`src/hw/rtl/tcp_option_parser_defines.svh`:
```
// Assertion macros used by the TCP option parser core RTL.
`ifndef TCP_OPTION_PARSER_DEFINES_SVH
`define TCP_OPTION_PARSER_DEFINES_SVH

// Same-cycle implication, checked on every rising clock edge outside reset.
`define TOP_ASSERT_IMPLIES(name, pre, post, msg) \
   name: assert property (@(posedge clock) disable iff (reset) (pre) |-> (post)) \
      else $error(msg);

// Next-cycle implication.
`define TOP_ASSERT_NEXT(name, pre, post, msg) \
   name: assert property (@(posedge clock) disable iff (reset) (pre) |=> (post)) \
      else $error(msg);

`endif

```
`src/hw/rtl/tcpop_pkg.sv`:
```
// Types and constants shared by the TCP option parser modules.
`default_nettype none
package tcpop_pkg;

   localparam logic [3:0] WSCALE_LIMIT = 4'd14;
   localparam logic [7:0] MIN_OPT_LEN  = 8'd2;

   // option kind codes
   localparam logic [7:0] OPT_EOL = 8'd0;
   localparam logic [7:0] OPT_NOP = 8'd1;
   localparam logic [7:0] OPT_MSS = 8'd2;
   localparam logic [7:0] OPT_WS  = 8'd3;
   localparam logic [7:0] OPT_TS  = 8'd8;

   // fixed option lengths
   localparam logic [7:0] LEN_MSS = 8'd4;
   localparam logic [7:0] LEN_WS  = 8'd3;
   localparam logic [7:0] LEN_TS  = 8'd10;

   // bit positions in the seen-flags vector
   localparam int FLAG_MSS = 0;
   localparam int FLAG_WS  = 1;
   localparam int FLAG_TS  = 2;
   localparam int FLAG_ERR = 3;

   // one registered input word handed to the parse core
   typedef struct packed {
      logic       valid;
      logic       mode;
      logic [7:0] opt_byte;
      logic       last_byte;
   } step_type;

   // one result word
   typedef struct packed {
      logic        status;
      logic        got_mss;
      logic        got_wscale;
      logic        got_tstamp;
      logic [15:0] mss_value;
      logic [3:0]  wscale_value;
      logic [31:0] ts_value;
      logic [31:0] ts_echo;
   } rsp_type;

endpackage
`default_nettype wire

```
`src/hw/rtl/tcpop_core.sv`:
```
// Option parse state, per-byte update logic and the result register.
`default_nettype none
`include "tcp_option_parser_defines.svh"
module tcpop_core
   import tcpop_pkg::*;
(
   input  wire logic     clock,
   input  wire logic     reset,
   input  wire step_type step,
   output logic          out_free,
   output logic          rsp_valid,
   input  wire logic     rsp_ready,
   output rsp_type       rsp
);

   typedef enum logic [2:0] {
      PH_KIND,
      PH_LEN,
      PH_DATA,
      PH_SKIP,
      PH_DONE,
      PH_ERR
   } phase_type;

   typedef enum logic [1:0] {
      K_MSS,
      K_WS,
      K_TS,
      K_OTHER
   } kind_type;

   phase_type   phase_ff, phase_in, phase_step;
   kind_type    kind_ff, kind_in, kind_step;
   logic [7:0]  rem_ff, rem_in, rem_step;
   logic [15:0] mss_ff, mss_in, mss_step;
   logic [3:0]  scale_ff, scale_in, scale_step;
   logic [31:0] tsval_ff, tsval_in, tsval_step;
   logic [31:0] tsecr_ff, tsecr_in, tsecr_step;
   logic [3:0]  flags_ff, flags_in, flags_step;
   logic [7:0]  need;
   logic        emit;
   logic        rsp_valid_ff;
   rsp_type     rsp_ff, rsp_in;
   logic        err;

   assign out_free  = !rsp_valid_ff || rsp_ready;
   assign rsp_valid = rsp_valid_ff;
   assign rsp       = rsp_ff;

   always_comb begin
      phase_step = phase_ff;
      kind_step  = kind_ff;
      rem_step   = rem_ff;
      mss_step   = mss_ff;
      scale_step = scale_ff;
      tsval_step = tsval_ff;
      tsecr_step = tsecr_ff;
      flags_step = flags_ff;
      emit       = 1'b0;
      need       = (kind_ff == K_MSS) ? LEN_MSS : (kind_ff == K_WS) ? LEN_WS : LEN_TS;

      if (step.valid) begin
         if (step.mode) begin
            // empty option area: drop any partial segment, report nothing found
            phase_step = PH_KIND;
            kind_step  = K_MSS;
            rem_step   = '0;
            mss_step   = '0;
            scale_step = '0;
            tsval_step = '0;
            tsecr_step = '0;
            flags_step = '0;
            emit       = 1'b1;
         end else begin
            case (phase_ff)
               PH_KIND: begin
                  if (step.opt_byte == OPT_EOL) begin
                     phase_step = PH_DONE;
                  end else if (step.opt_byte == OPT_NOP) begin
                     phase_step = PH_KIND;
                  end else begin
                     kind_step  = (step.opt_byte == OPT_MSS) ? K_MSS :
                                  (step.opt_byte == OPT_WS)  ? K_WS  :
                                  (step.opt_byte == OPT_TS)  ? K_TS  : K_OTHER;
                     phase_step = PH_LEN;
                  end
               end
               PH_LEN: begin
                  if (kind_ff == K_OTHER) begin
                     if (step.opt_byte < MIN_OPT_LEN) begin
                        flags_step[FLAG_ERR] = 1'b1;
                        phase_step           = PH_ERR;
                     end else if (step.opt_byte == MIN_OPT_LEN) begin
                        phase_step = PH_KIND;
                     end else begin
                        rem_step   = step.opt_byte - MIN_OPT_LEN;
                        phase_step = PH_SKIP;
                     end
                  end else if (step.opt_byte != need) begin
                     flags_step[FLAG_ERR] = 1'b1;
                     phase_step           = PH_ERR;
                  end else begin
                     rem_step   = need - MIN_OPT_LEN;
                     phase_step = PH_DATA;
                  end
               end
               PH_DATA: begin
                  if (kind_ff == K_MSS) begin
                     mss_step = {mss_ff[7:0], step.opt_byte};
                  end else if (kind_ff == K_WS) begin
                     scale_step = (step.opt_byte > {4'd0, WSCALE_LIMIT}) ?
                                  WSCALE_LIMIT : step.opt_byte[3:0];
                  end else if (rem_ff > 8'd4) begin
                     tsval_step = {tsval_ff[23:0], step.opt_byte};
                  end else begin
                     tsecr_step = {tsecr_ff[23:0], step.opt_byte};
                  end
                  rem_step = rem_ff - 8'd1;
                  if (rem_ff == 8'd1) begin
                     case (kind_ff)
                        K_MSS:   flags_step[FLAG_MSS] = 1'b1;
                        K_WS:    flags_step[FLAG_WS]  = 1'b1;
                        default: flags_step[FLAG_TS]  = 1'b1;
                     endcase
                     phase_step = PH_KIND;
                  end
               end
               PH_SKIP: begin
                  rem_step = rem_ff - 8'd1;
                  if (rem_ff == 8'd1) begin
                     phase_step = PH_KIND;
                  end
               end
               default: begin
               end
            endcase

            if (step.last_byte) begin
               // option still open at the end of the area
               if (phase_step == PH_LEN || phase_step == PH_DATA || phase_step == PH_SKIP) begin
                  flags_step[FLAG_ERR] = 1'b1;
               end
               emit = 1'b1;
            end
         end
      end

      err                 = flags_step[FLAG_ERR];
      rsp_in.status       = err;
      rsp_in.got_mss      = !err && flags_step[FLAG_MSS];
      rsp_in.got_wscale   = !err && flags_step[FLAG_WS];
      rsp_in.got_tstamp   = !err && flags_step[FLAG_TS];
      rsp_in.mss_value    = rsp_in.got_mss    ? mss_step   : 16'd0;
      rsp_in.wscale_value = rsp_in.got_wscale ? scale_step : 4'd0;
      rsp_in.ts_value     = rsp_in.got_tstamp ? tsval_step : 32'd0;
      rsp_in.ts_echo      = rsp_in.got_tstamp ? tsecr_step : 32'd0;

      // state goes back to reset values after every result
      if (emit) begin
         phase_in = PH_KIND;
         kind_in  = K_MSS;
         rem_in   = '0;
         mss_in   = '0;
         scale_in = '0;
         tsval_in = '0;
         tsecr_in = '0;
         flags_in = '0;
      end else begin
         phase_in = phase_step;
         kind_in  = kind_step;
         rem_in   = rem_step;
         mss_in   = mss_step;
         scale_in = scale_step;
         tsval_in = tsval_step;
         tsecr_in = tsecr_step;
         flags_in = flags_step;
      end
   end

   always_ff @(posedge clock) begin
      if (reset) begin
         phase_ff     <= PH_KIND;
         kind_ff      <= K_MSS;
         rem_ff       <= '0;
         mss_ff       <= '0;
         scale_ff     <= '0;
         tsval_ff     <= '0;
         tsecr_ff     <= '0;
         flags_ff     <= '0;
         rsp_valid_ff <= 1'b0;
      end else begin
         phase_ff <= phase_in;
         kind_ff  <= kind_in;
         rem_ff   <= rem_in;
         mss_ff   <= mss_in;
         scale_ff <= scale_in;
         tsval_ff <= tsval_in;
         tsecr_ff <= tsecr_in;
         flags_ff <= flags_in;
         if (out_free) begin
            rsp_valid_ff <= emit;
         end
      end
   end

   always_ff @(posedge clock) begin
      if (out_free) begin
         rsp_ff <= rsp_in;
      end
   end

   `TOP_ASSERT_IMPLIES(a_err_phase_flag, phase_ff == PH_ERR, flags_ff[FLAG_ERR],
      "error phase without error flag")
   `TOP_ASSERT_IMPLIES(a_data_count, phase_ff == PH_DATA, rem_ff != 8'd0 && rem_ff <= 8'd8,
      "data byte count out of range")
   `TOP_ASSERT_IMPLIES(a_err_clean, rsp_valid_ff && rsp_ff.status,
      !rsp_ff.got_mss && !rsp_ff.got_wscale && !rsp_ff.got_tstamp,
      "error result reports options")
   `TOP_ASSERT_IMPLIES(a_wscale_clamp, rsp_valid_ff, rsp_ff.wscale_value <= WSCALE_LIMIT,
      "window scale above limit")
   `TOP_ASSERT_NEXT(a_end_clears, emit, phase_ff == PH_KIND && flags_ff == 4'd0,
      "state not cleared after result")

endmodule
`default_nettype wire

```
`src/hw/rtl/tcp_option_parser.sv`:
```
// Top level of the TCP header option parser: stream ports and input register.
// Takes the option area of one TCP header one byte per word (tlast on the final
// byte; tuser high for a word that stands for an empty option area) and returns
// one result word per area: error status, which of MSS, window scale and
// timestamp were seen, and their big-endian values (zero unless seen, all zero
// on error). Throughput is one byte per cycle unless stalled; a byte passes an
// input register and then the result register before its result is valid.
// Input and output registers let a new byte be taken while a finished result
// waits, stalling only when both hold a word and the result is not taken.
`default_nettype none
module tcp_option_parser
   import tcpop_pkg::*;
(
   input  wire logic        clock,
   input  wire logic        reset,
   input  wire logic        req_tvalid,
   output logic             req_tready,
   input  wire logic [7:0]  req_tdata,   // [7:0] opt_byte
   input  wire logic        req_tuser,   // [0] mode
   input  wire logic        req_tlast,   // last_byte
   output logic             rsp_tvalid,
   input  wire logic        rsp_tready,
   output logic [87:0]      rsp_tdata    // [0] status, [1] got_mss, [2] got_wscale,
                                         // [3] got_tstamp, [19:4] mss_value,
                                         // [23:20] wscale_value, [55:24] ts_value,
                                         // [87:56] ts_echo
);

   logic       in_valid_ff;
   logic       in_mode_ff;
   logic [7:0] in_byte_ff;
   logic       in_last_ff;
   logic       out_free;
   step_type   step;
   rsp_type    rsp;

   assign req_tready = !in_valid_ff || out_free;

   assign step.valid     = in_valid_ff && out_free;
   assign step.mode      = in_mode_ff;
   assign step.opt_byte  = in_byte_ff;
   assign step.last_byte = in_last_ff;

   always_ff @(posedge clock) begin
      if (reset) begin
         in_valid_ff <= 1'b0;
      end else if (req_tvalid && req_tready) begin
         in_valid_ff <= 1'b1;
      end else if (out_free) begin
         in_valid_ff <= 1'b0;
      end
   end

   always_ff @(posedge clock) begin
      if (req_tvalid && req_tready) begin
         in_mode_ff <= req_tuser;
         in_byte_ff <= req_tdata;
         in_last_ff <= req_tlast;
      end
   end

   tcpop_core u_core (
      .clock     (clock),
      .reset     (reset),
      .step      (step),
      .out_free  (out_free),
      .rsp_valid (rsp_tvalid),
      .rsp_ready (rsp_tready),
      .rsp       (rsp)
   );

   assign rsp_tdata = {rsp.ts_echo, rsp.ts_value, rsp.wscale_value, rsp.mss_value,
                       rsp.got_tstamp, rsp.got_wscale, rsp.got_mss, rsp.status};

endmodule
`default_nettype wire
```
`config.mk`:
```
export PLATFORM = sky130hd
export DESIGN_NAME = tcp_option_parser
export DESIGN_NICKNAME = d
export VERILOG_FILES = /design/src/hw/rtl/tcpop_pkg.sv /design/src/hw/rtl/tcpop_core.sv /design/src/hw/rtl/tcp_option_parser.sv
export VERILOG_INCLUDE_DIRS = /design/src /design/src/hw/rtl
export SDC_FILE = /design/constraint.sdc
export NUM_CORES = 1
export LEC_CHECK = 0
export BUFFER_PORTS_ARGS = -buffer_cell sky130_fd_sc_hd__buf_2
export CAP_MARGIN = 20
export CORE_AREA = 2 2 124 126
export CTS_BUF_LIST = sky130_fd_sc_hd__clkbuf_8
export CTS_CLUSTER_DIAMETER = 120
export DETAILED_ROUTE_END_ITERATION = 6
export DIE_AREA = 0 0 126 128
export PLACE_DENSITY = 0.75
export SLEW_MARGIN = 20
export SYNTH_ARGS = -nofsm -noshare
export SYNTH_HDL_FRONTEND = slang
export SYNTH_SLANG_ARGS = --single-unit
```
`constraint.sdc`:
```
create_clock -name clock -period 10.3 [get_ports clock]
set_input_delay 1.03 -clock clock [delete_from_list [all_inputs] [get_ports clock]]
set_output_delay 1.03 -clock clock [all_outputs]
set_load 0.005 [all_outputs]
```
==> results of run 1 <==
-- worst max-delay path, delay by kind of cell --
kind	cells	cell delay (ns)
and+or+nand+nor	5	1.29
buffers and inverters	4	1.48
AOI/OAI and AO/OA	1	0.31
-- synth_stat cells (all sizes together), types with 2 or more instances --
cell,count
or3,5
xor2,4
dfxtp,103
and3,2
or2,3
mux2i,53
nor3,26
buf,16
a22oi,30
a21oi,24
nor3b,6
xnor2,5
a31oi,6
nor2b,4
a2bb2oi,19
nand2b,4
a211oi,2
o21bai,2
nor2,177
o211ai,2
inv,11
o21ai,11
nor4,10
nand2,20
a2111o,3
a211o,4
a41o,2
edfxtp,98
clkbuf,34
nand4,4
ha,5
a41oi,2
nand3,6
a311oi,2
and2,2
-- cells by family (layout without fill, tap and decap cells) --
kind of cell               Yosys count  after routing
DFF                                201            201
AOI/OAI and AO/OA                  113            113
muxes                               53             53
buffers and inverters               61            179
and+or+nand+nor                    274            274
adders and majority gates            5              5
xor gates and xnor gates             9              9
-- per-stage QoR --
stage	total power [mW]	utilization, %	worst slack (ns)	cell area, um2
CTS	1.58	62.0	6.27	9220
detailed placement	0.947	57.9	5.71	8610
global route	1.62	62.2	6.19	9250
global placement	0.945	57.9	5.88	8610
floorplan	0.919	-	6.37	8040
finish	1.57	62.2	6.40	9250
-- final cells by class --
cell class / count / area (um2)
clock buffer: 33 / 454
clock inverter: 24 / 151
fill: 1229 / 5610
inverter: 11 / 42.5
multi-input combinational: 454 / 2770
sequential: 201 / 5000
tap: 188 / 235
timing repair buffer: 111 / 588
-- worst min path at each step --
| stage | startpoint | end | slack [ns] | cells after the start |
|---|---|---|---|---|
| 3_3_place_gp | u_core.flags_ff[0] | u_core.flags_ff[0] | 0.45 | 2 |
| 6_report | u_core.flags_ff[0] | u_core.flags_ff[0] | 0.47 | 2 |
| 2_1_floorplan | u_core.flags_ff[0] | u_core.flags_ff[0] | 0.43 | 2 |
| 3_5_place_dp | u_core.flags_ff[0] | u_core.flags_ff[0] | 0.46 | 2 |
| 5_1_grt | u_core.rem_ff[1] | u_core.rem_ff[1] | 0.50 | 2 |
| 4_1_cts | u_core.flags_ff[0] | u_core.flags_ff[0] | 0.47 | 2 |
-- metal layers --
metal | part of all wire, % | track usage, %
met5 | 0 | 0
met4 | 2.3 | 6.46
met3 | 6.4 | 3.92
met2 | 50 | 35.9
met1 | 41 | 28.0
-- sequential cells by signal, summed over array words and instances, names as in the netlist, 3 cells and up --
signal / count
u_core.phase_ff: 3
u_core.flags_ff: 4
u_core.scale_ff: 4
u_core.rsp: 88
in_byte_ff: 8
u_core.rem_ff: 8
u_core.mss_ff: 16
u_core.tsecr_ff: 32
u_core.tsval_ff: 32
-- power by group --
part	total, mW	switching [mW]	internal (mW)
registers	0.864	0.0138	0.850
clock network	0.637	0.292	0.345
logic	0.0662	0.0432	0.0230
-- layout by cell type, fill, tap and decap left out, drive strengths merged, types with 9 or more instances in the layout --
| cell | n |
|---|---|
| clkbuf | 33 |
| nand2 | 20 |
| dfxtp | 103 |
| inv | 24 |
| mux2i | 53 |
| buf | 111 |
| a2bb2oi | 19 |
| a22oi | 30 |
| nor3 | 26 |
| a21oi | 24 |
| o21ai | 11 |
| nor4 | 10 |
| clkinv | 9 |
| edfxtp | 98 |
| nor2 | 177 |
==> flow_metrics.tcl, run 1 <==
set metrics [dict create \
    worstPathArrival_ns 4.18 \
    drtPass1Iterations 5 \
    ios 104 \
    fmax_mhz 257 \
    reg2reg_from "u_core.rsp_valid" \
    dp_hpwl_um 11200 \
    worstSkewPairLatency_ns 0.56 \
    hp-class "reg2reg" \
    rows 45 \
    relSlewSlack_pct 26.1 \
    drc 0 \
    routed_wl_um 17400 \
    die_w_um 126 \
    avgViaCountPerCell 5.67 \
    synthTopCellsByArea "edfxtp_1, dfxtp_1, nor2_1" \
    finalCritPeriodShare_pct 37.8 \
    path_cells "buf_2 > nor2b_1 > clkinv_2 > buf_4 > nand4_1 > nor2_1 > nor2_1 > buf_4 > a22oi_1 > nor2_1" \
    stdcell_count 1022 \
    async_flop_share_pct 0 \
    synthFlopType "dfxtp_1" \
    skew_ns 0.0283 \
    finalWeightedCongestion 0.915 \
    grt_remaining_overflow 0 \
    synth_fa_ha_area_share_pct 0.778 \
    grt_pass1_wl_um 27700 \
    start_util_pct 54.1 \
    pwr_density_cell_nw_per_um2 169 \
    rrSetupSlack_ns 6.57 \
    core-area_um2 14900 \
    wl_per_cell_um 17.0 \
    cp_slowest_cell "nor2_1" \
    ys_ff_latch 201 \
    slew_violations 0 \
    fp.dieH_um 128 \
    cts_setup_buffers 0 \
    synth-xor-area-share_pct 0.980 \
    synthMuxAreaShare_pct 6.60 \
    required_ns 10.58 \
    dieArea_um2 16100 \
    tightest_slew_ns 1.11 \
    path_class "in2reg" \
    synthesis.area_um2 8040 \
    synth_area_per_cell_um2 11.2 \
    setup_tns_ns 0 \
    first_iter_violations 511 \
    yosysSeqAreaShare_pct 62.2 \
    antenna_found_initial 0 \
    worstSetupStartpoint "rsp_tready" \
    clockBufferDepth 3 \
    endpoint "u_core.rsp[55]" \
    antennaDiodeCount 0 \
    cpPeakStageDelay_ns 0.71 \
    ant_nets 0 \
    synth-edff-count 98 \
    cts_tree "yes" \
    rr_endpoint "u_core.rsp[55]" \
    grt.total_usage_pct 21.2 \
    cts.repair.resized 0 \
    hold_violations 0 \
    synth_compound_area_share_pct 10.4 \
    synth_fp_nets 735 \
    fin_crit_ns 3.90 \
    end_kind "flop" \
    synth-simple-area-share_pct 15.3 \
    synth_top_area_share_pct 36.6 \
    final-setup-viol-count 0 \
    grt_setup_unrepaired "no" \
    cts.clk_slew.worst_paths_ns 0.06 \
    p_leak_nw 3.64 \
    synth.largest_area_cell "edfxtp_1" \
    cp-start-kind "primary input" \
    yosysWarnings 0 \
    crit_fanout 53 \
    grt_max_degree 102 \
    cts.sinks 201 \
    port-buffer-count 103 \
    dp.cells 964 \
    cap_violations 0 \
    status "finished, final reports clean" \
    hold_buffers 0 \
    synth.distinct_cells 52 \
    ir_worst_vdd_mv 0.0998 \
    crit_path_frequent_cell "nor2_1" \
    vias 5794 \
    synth_top_family_by_area "simple AND/OR/NAND/NOR gates" \
    layout-drive-gt1-share_pct 19.5 \
    nets 829 \
    synthCells 716 \
    cts_buffers 31 \
    htreeDepth 1 \
    synthToLayoutAreaGrowth_pct 15.0 \
    grt_pass1_vias 5481 \
    holdWs_ns 0.466 \
    reg2regPathDepth 9 \
    cts_root_buffer "clkbuf_8" \
]
Power figures use the tool's default switching activity.
==> run 2, diff against run 1 <==
--- a/config.mk
+++ b/config.mk
@@ -6,14 +6,15 @@
 export SDC_FILE = /design/constraint.sdc
 export NUM_CORES = 1
 export LEC_CHECK = 0
+export ABC_AREA = 1
 export BUFFER_PORTS_ARGS = -buffer_cell sky130_fd_sc_hd__buf_2
 export CAP_MARGIN = 20
-export CORE_AREA = 2 2 124 126
+export CORE_AREA = 2 2 130 132
 export CTS_BUF_LIST = sky130_fd_sc_hd__clkbuf_8
 export CTS_CLUSTER_DIAMETER = 120
 export DETAILED_ROUTE_END_ITERATION = 6
-export DIE_AREA = 0 0 126 128
-export PLACE_DENSITY = 0.75
+export DIE_AREA = 0 0 132 134
+export PLACE_DENSITY = 0.76
 export SLEW_MARGIN = 20
 export SYNTH_ARGS = -nofsm -noshare
 export SYNTH_HDL_FRONTEND = slang
==> constraint.sdc (replaced) <==
create_clock -name clock -period 3.3 [get_ports clock]
set_input_delay 0.33 -clock clock [delete_from_list [all_inputs] [get_ports clock]]
set_output_delay 0.33 -clock clock [all_outputs]
set_load 0.005 [all_outputs]
==> flow_metrics.tcl, run 2 <==
set metrics [dict create \
    status "finished, final reports clean" \
    synthCells 895 \
    cap_violations 0 \
    power.internal_mw 3.71 \
    mostFrequentLayoutCell "nor2_1" \
    cp_slowest_cell "nand2_1" \
    synth_top_area_share_pct 34.0 \
    p_leak_nw 4.10 \
    rr_endpoint "u_core.rsp[53]" \
    ys_ff_latch 201 \
    grt_setup_unrepaired "no" \
    antennaDiodeCount 0 \
    pwr_density_cell_nw_per_um2 485 \
    pwr-share-clk_pct 39.5 \
    power_switching_mw 1.16 \
    synthTopCellsByCount "nor2_1, inv_1, dfxtp_1, edfxtp_1, nand2_1" \
    drc 0 \
    layout_common_cells "nor2_1, inv_1, dfxtp_1, buf_2, edfxtp_1" \
    largest_reg_flops 88 \
    grt_pass1_vias 5925 \
    first_iter_violations 570 \
    use_met3_pct 3.21 \
    hold_violations 0 \
    synth-edff-count 98 \
    rrSetupSlack_ns 0.55 \
    endpoint "u_core.rsp[53]" \
    vias 6492 \
    clockBufferDepth 3 \
    cpPeakStageDelay_ns 0.55 \
    ant_nets 0 \
    dieArea_um2 17700 \
    cts_root_buffer "clkbuf_8" \
    required_ns 3.62 \
    critical_path.top_delay_family "simple AND/OR/NAND/NOR gates" \
    worstSkewPairLatency_ns 0.56 \
    setup_tns_ns 0 \
    hp-class "in2reg" \
    async_flop_share_pct 0 \
    antenna_found_initial 0 \
    grt_max_degree 90 \
    yosysWarnings 0 \
    end_kind "flop" \
    holdWs_ns 0.0453 \
    layout-drive-gt1-share_pct 23.2 \
    swShare_pct 23.9 \
    grt_remaining_overflow 0 \
    cts.sinks 201 \
    worstPathArrival_ns 3.07 \
    fmax_mhz 364 \
    dp_hpwl_um 12500 \
    cts.clk_slew.worst_paths_ns 0.06 \
    port-buffer-count 103 \
    tightest_slew_ns 0.858 \
    synthToLayoutAreaGrowth_pct 16.0 \
    start_util_pct 53.2 \
    cp-start-kind "flop" \
    seqPwrFrac_pct 55.1 \
    rows 47 \
    synthesis.area_um2 8670 \
    final-setup-viol-count 0 \
    cts.repair.resized 0 \
    fp.dieH_um 134 \
    wl_per_cell_um 15.0 \
    grt_pass1_wl_um 29700 \
    top_usage_layer "met2" \
    yosysSeqAreaShare_pct 57.7 \
    relSlewSlack_pct 42.8 \
    fin_crit_ns 2.75 \
    skew_ns 0.0166 \
    routed_wl_um 18900 \
    grt.total_usage_pct 20.7 \
    worstSetupStartpoint "u_core.rem_ff[0]" \
    nets 1036 \
    synth_fp_nets 914 \
    synthTopCellsByArea "edfxtp_1, dfxtp_1, nor2_1" \
    gr-usage-met1_pct 28.8 \
    synth.distinct_cells 47 \
    synth.largest_area_cell "edfxtp_1" \
    slew_violations 0 \
    finalCritPeriodShare_pct 83.3 \
    drtPass1Iterations 5 \
    cts_tree "yes" \
    path_class "reg2reg" \
    finalWeightedCongestion 0.956 \
    hold_buffers 11 \
    die_w_um 132 \
    ios 104 \
    reg2regPathDepth 10 \
    path_cells "inv_1 > ha_1 > o21ai_0 > nor2_1 > nor2_1 > nand2_1 > nand2_1 > o22ai_1 > inv_1 > nor2_4" \
    cts_buffers 31 \
    combPwrFrac_pct 5.4 \
    avgViaCountPerCell 5.14 \
    core-area_um2 16300 \
    cts_setup_buffers 0 \
    ir_worst_vdd_mv 0.349 \
    synth_area_per_cell_um2 9.68 \
    htreeDepth 1 \
    global_route.usage.met2_pct 33.7 \
    crit_fanout 18 \
    path_depth 10 \
    crit_buf_inv 2 \
    synthMostInstantiatedCell "nor2_1" \
    synthFlopType "dfxtp_1" \
    reg2reg_from "u_core.rem_ff[0]" \
]
run 2: cell types whose count changed in the layout (fill, tap and decap cells not counted), moves of 14 or more:
cell and change:
a22oi_1 -30, nor2_1 -22, nor3_1 -18, nand3_1 +35, nand2_1 +55, a2bb2oi_1 -19
o22ai_1 +25, o21ai_0 +53, nor2_4 +51, mux2i_1 -53, inv_1 +117, a21oi_1 +14
run 2: cell type report:
cell class	count	area (um2)
inverter	137	522
sequential	201	5000
multi-input combinational	519	2900
timing repair buffer	127	764
clock buffer	35	482
clock inverter	23	101
tap	220	275
fill	1389	6240
run 2: how the worst min path moves through the flow:
stage               depth (start not counted)               start                 end
finish                                      3          req_tvalid         in_valid_ff
global placement                            2  u_core.flags_ff[2]  u_core.flags_ff[2]
CTS                                         3          req_tvalid         in_valid_ff
floorplan                                   1               reset         in_valid_ff
global route                                3          req_tvalid         in_valid_ff
detailed placement                          2  u_core.flags_ff[2]  u_core.flags_ff[2]
run 2: metal layers:
metal	share of wire, %	up-vias
met4	2.2	0
met2	47	223
met3	6.3	35
li1	-	3194
met1	44	3040
met5	0	-
run 2: power groups by stage:
stage               Clock (mW)  Sequential, mW  Combinational [mW]
CTS                       1.96            2.69               0.263
global route              2.06            2.69               0.290
finish                    1.93            2.69               0.264
global placement             0            2.74               0.251
detailed placement           0            2.74               0.253
floorplan                    0            2.73               0.155
run 2: kinds of logic (layout without fill, tap and decap cells):
family	Yosys count	after routing	share of synthesized area (%)
AOI/OAI and AO/OA	157	157	10.4
xor gates and xnor gates	2	2	0.202
adders and majority gates	5	5	0.722
buffers and inverters	175	322	8.94
DFF	201	201	57.7
and+or+nand+nor	355	355	22.0
run 2: through the flow:
step,utilization (%),cells,cell area [um2],setup slack (ns),power [mW]
CTS,61.7,1262,10000,0.590,4.91
floorplan,-,895,8670,0.113,2.89
detailed placement,57.4,1193,9350,0.598,2.99
global placement,57.4,1193,9350,0.647,2.99
finish,61.7,1262,10000,0.551,4.88
global route,61.7,1262,10000,0.303,5.04
run 2: worst register-to-register path, delay by kind of cell, from the launching register on:
kind	cells	cell delay (ns)
flops	1	0.35
fa+ha+maj	1	0.20
simple gates	5	1.33
compound gates	2	0.39
buf+inv	2	0.26
==> run 3, diff against run 2 <==
--- a/config.mk
+++ b/config.mk
@@ -6,14 +6,14 @@
 export SDC_FILE = /design/constraint.sdc
 export NUM_CORES = 1
 export LEC_CHECK = 0
-export ABC_AREA = 1
+export ABC_AREA = 0
 export BUFFER_PORTS_ARGS = -buffer_cell sky130_fd_sc_hd__buf_2
 export CAP_MARGIN = 20
-export CORE_AREA = 2 2 130 132
+export CORE_AREA = 2 2 126 128
 export CTS_BUF_LIST = sky130_fd_sc_hd__clkbuf_8
 export CTS_CLUSTER_DIAMETER = 120
 export DETAILED_ROUTE_END_ITERATION = 6
-export DIE_AREA = 0 0 132 134
+export DIE_AREA = 0 0 128 130
 export PLACE_DENSITY = 0.76
 export SLEW_MARGIN = 20
 export SYNTH_ARGS = -nofsm -noshare
==> constraint.sdc (replaced) <==
create_clock -name clock -period 2.4 [get_ports clock]
set_input_delay 0.24 -clock clock [delete_from_list [all_inputs] [get_ports clock]]
set_output_delay 0.24 -clock clock [all_outputs]
set_load 0.005 [all_outputs]
==> flow_metrics.tcl, run 3 (synthesized netlist as in run 1, its figures left out) <==
set metrics [dict create \
    layout-drive-gt1-share_pct 34.6 \
    pwr_density_cell_nw_per_um2 661 \
    mostFrequentLayoutCell "nor2_1" \
    finalCritPeriodShare_pct 105 \
    drtPass1Iterations 5 \
    final-setup-viol-count 87 \
    fp.dieH_um 130 \
    htreeDepth 2 \
    setup_tns_ns -7.66 \
    finalWeightedCongestion 0.930 \
    dieArea_um2 16600 \
    reg2regPathDepth 9 \
    first_iter_violations 588 \
    end_kind "flop" \
    die_w_um 128 \
    cts.sinks 201 \
    violations "negative setup slack" \
    worstPathArrival_ns 2.90 \
    vias 6430 \
    tightest_slew_ns 0.780 \
    cts_tree "yes" \
    antennaDiodeCount 0 \
    hp-class "in2reg" \
    largest_reg_flops 88 \
    grt_setup_unrepaired "yes" \
    rows 46 \
    grt_pass1_wl_um 31400 \
    hold_violations 0 \
    clockBufferDepth 3 \
    cp-start-kind "flop" \
    core-area_um2 15400 \
    finalWorstSetupSlack_ns -0.130 \
    grt_remaining_overflow 0 \
    avgViaCountPerCell 5.70 \
    fmax_mhz 395 \
    ir_worst_vdd_mv 0.497 \
    port-buffer-count 103 \
    grt_max_degree 47 \
    path_class "reg2reg" \
    nets 932 \
    ant_nets 0 \
    cts_root_buffer "clkbuf_8" \
    relSlewSlack_pct 47.3 \
    whs_path_depth 4 \
    grt.total_usage_pct 24.0 \
    dp_hpwl_um 12500 \
    layout_common_cells "nor2_1, dfxtp_1, buf_2, edfxtp_1, buf_4" \
    cts_buffers 34 \
    start_util_pct 52.1 \
    status "finished, violations left" \
    fin_crit_ns 2.53 \
    crit_fanout 8 \
    grt_pass1_vias 6236 \
    drc 0 \
    cap_violations 0 \
    cts.clk_slew.worst_paths_ns 0.06 \
    required_ns 2.77 \
    antenna_found_initial 0 \
    synthToLayoutAreaGrowth_pct 32.0 \
    worstSkewPairLatency_ns 0.52 \
    slew_violations 0 \
    power_mw 7.02 \
    wl_per_cell_um 18.8 \
    skew_ns 0.0217 \
    ios 104 \
    p_leak_nw 4.26 \
    routed_wl_um 21200 \
]
==> run 3: cell count changes in the layout (fill, tap and decap cells not counted), moves of 25 or more <==
cell,previous run,this run
o21ai_0,63,8
nand2_1,75,20
nor2_4,51,9
mux2i_1,0,52
buf_4,9,78
nand3_1,40,5
inv_1,139,21
a22oi_1,0,30
o22ai_1,25,0
==> run 3: timing repair <==
action	4_1_cts	5_1_grt
endpoints found under the setup margin	84	102
resized for setup	50	39
hold buffers	12	0
pin swaps	6	19
hold endpoints to repair	12	0
cloned	3	6
buffers inserted	8	7
==> run 3: layout make-up <==
| type | count | area, um2 |
|---|---|---|
| flip-flops and latches | 201 | 5000 |
| fillers | 1090 | 4810 |
| multi-input cells | 454 | 3070 |
| repair buffers | 211 | 1590 |
| clock buffers | 41 | 564 |
| well taps | 192 | 240 |
| clock inverters | 19 | 82.6 |
| inverters | 11 | 67.6 |
==> run 3: power breakdown <==
group          total, mW  switching, mW  leakage (nW)  internal (mW)
combinational      0.442          0.253          1.90          0.189
clock               2.90           1.35         0.375           1.55
sequential          3.67         0.0268          1.98           3.65
total               7.02           1.63          4.26           5.38
==> run 3: critical path, cell delays in order, from the launching register on <==
cell       delay [ns]
edfxtp_1         0.44
or4_4            0.62
a211oi_4         0.23
o21ai_2          0.11
o21ai_2          0.14
buf_4            0.14
nand4_1          0.17
buf_6            0.22
clkbuf_16        0.18
nor2_1           0.13
==> run 3: metrics by stage <==
step	hold WS (ns)	instance area (um2)	std cells	utilization, %	setup slack [ns]
floorplan	0.309	8100	716	-	-0.00892
global placement	0.416	9220	1033	59.8	-0.115
detailed placement	0.418	9220	1033	59.8	-0.0991
CTS	0.0998	10300	1116	66.9	-0.0918
global route	0.139	10600	1129	68.8	-0.213
finish	0.141	10600	1129	68.8	-0.130
==> run 3: routing by layer <==
| metal | track usage (%) | share of wire (%) |
|---|---|---|
| met4 | 11.1 | 3.0 |
| met1 | 29.4 | 40 |
| met3 | 5.13 | 6.5 |
| met2 | 41.0 | 50 |
| met5 | 0 | 0 |
==> run 3: worst paths after layout <==
check | startpoint | endpoint | slack (ns)
max | in_byte_ff[5] | u_core.rsp[23] | -0.13
min | rsp_tready | in_valid_ff | 0.14
max reg2reg | in_byte_ff[5] | u_core.rsp[23] | -0.13
min reg2reg | u_core.rem_ff[1] | u_core.rem_ff[1] | 0.47
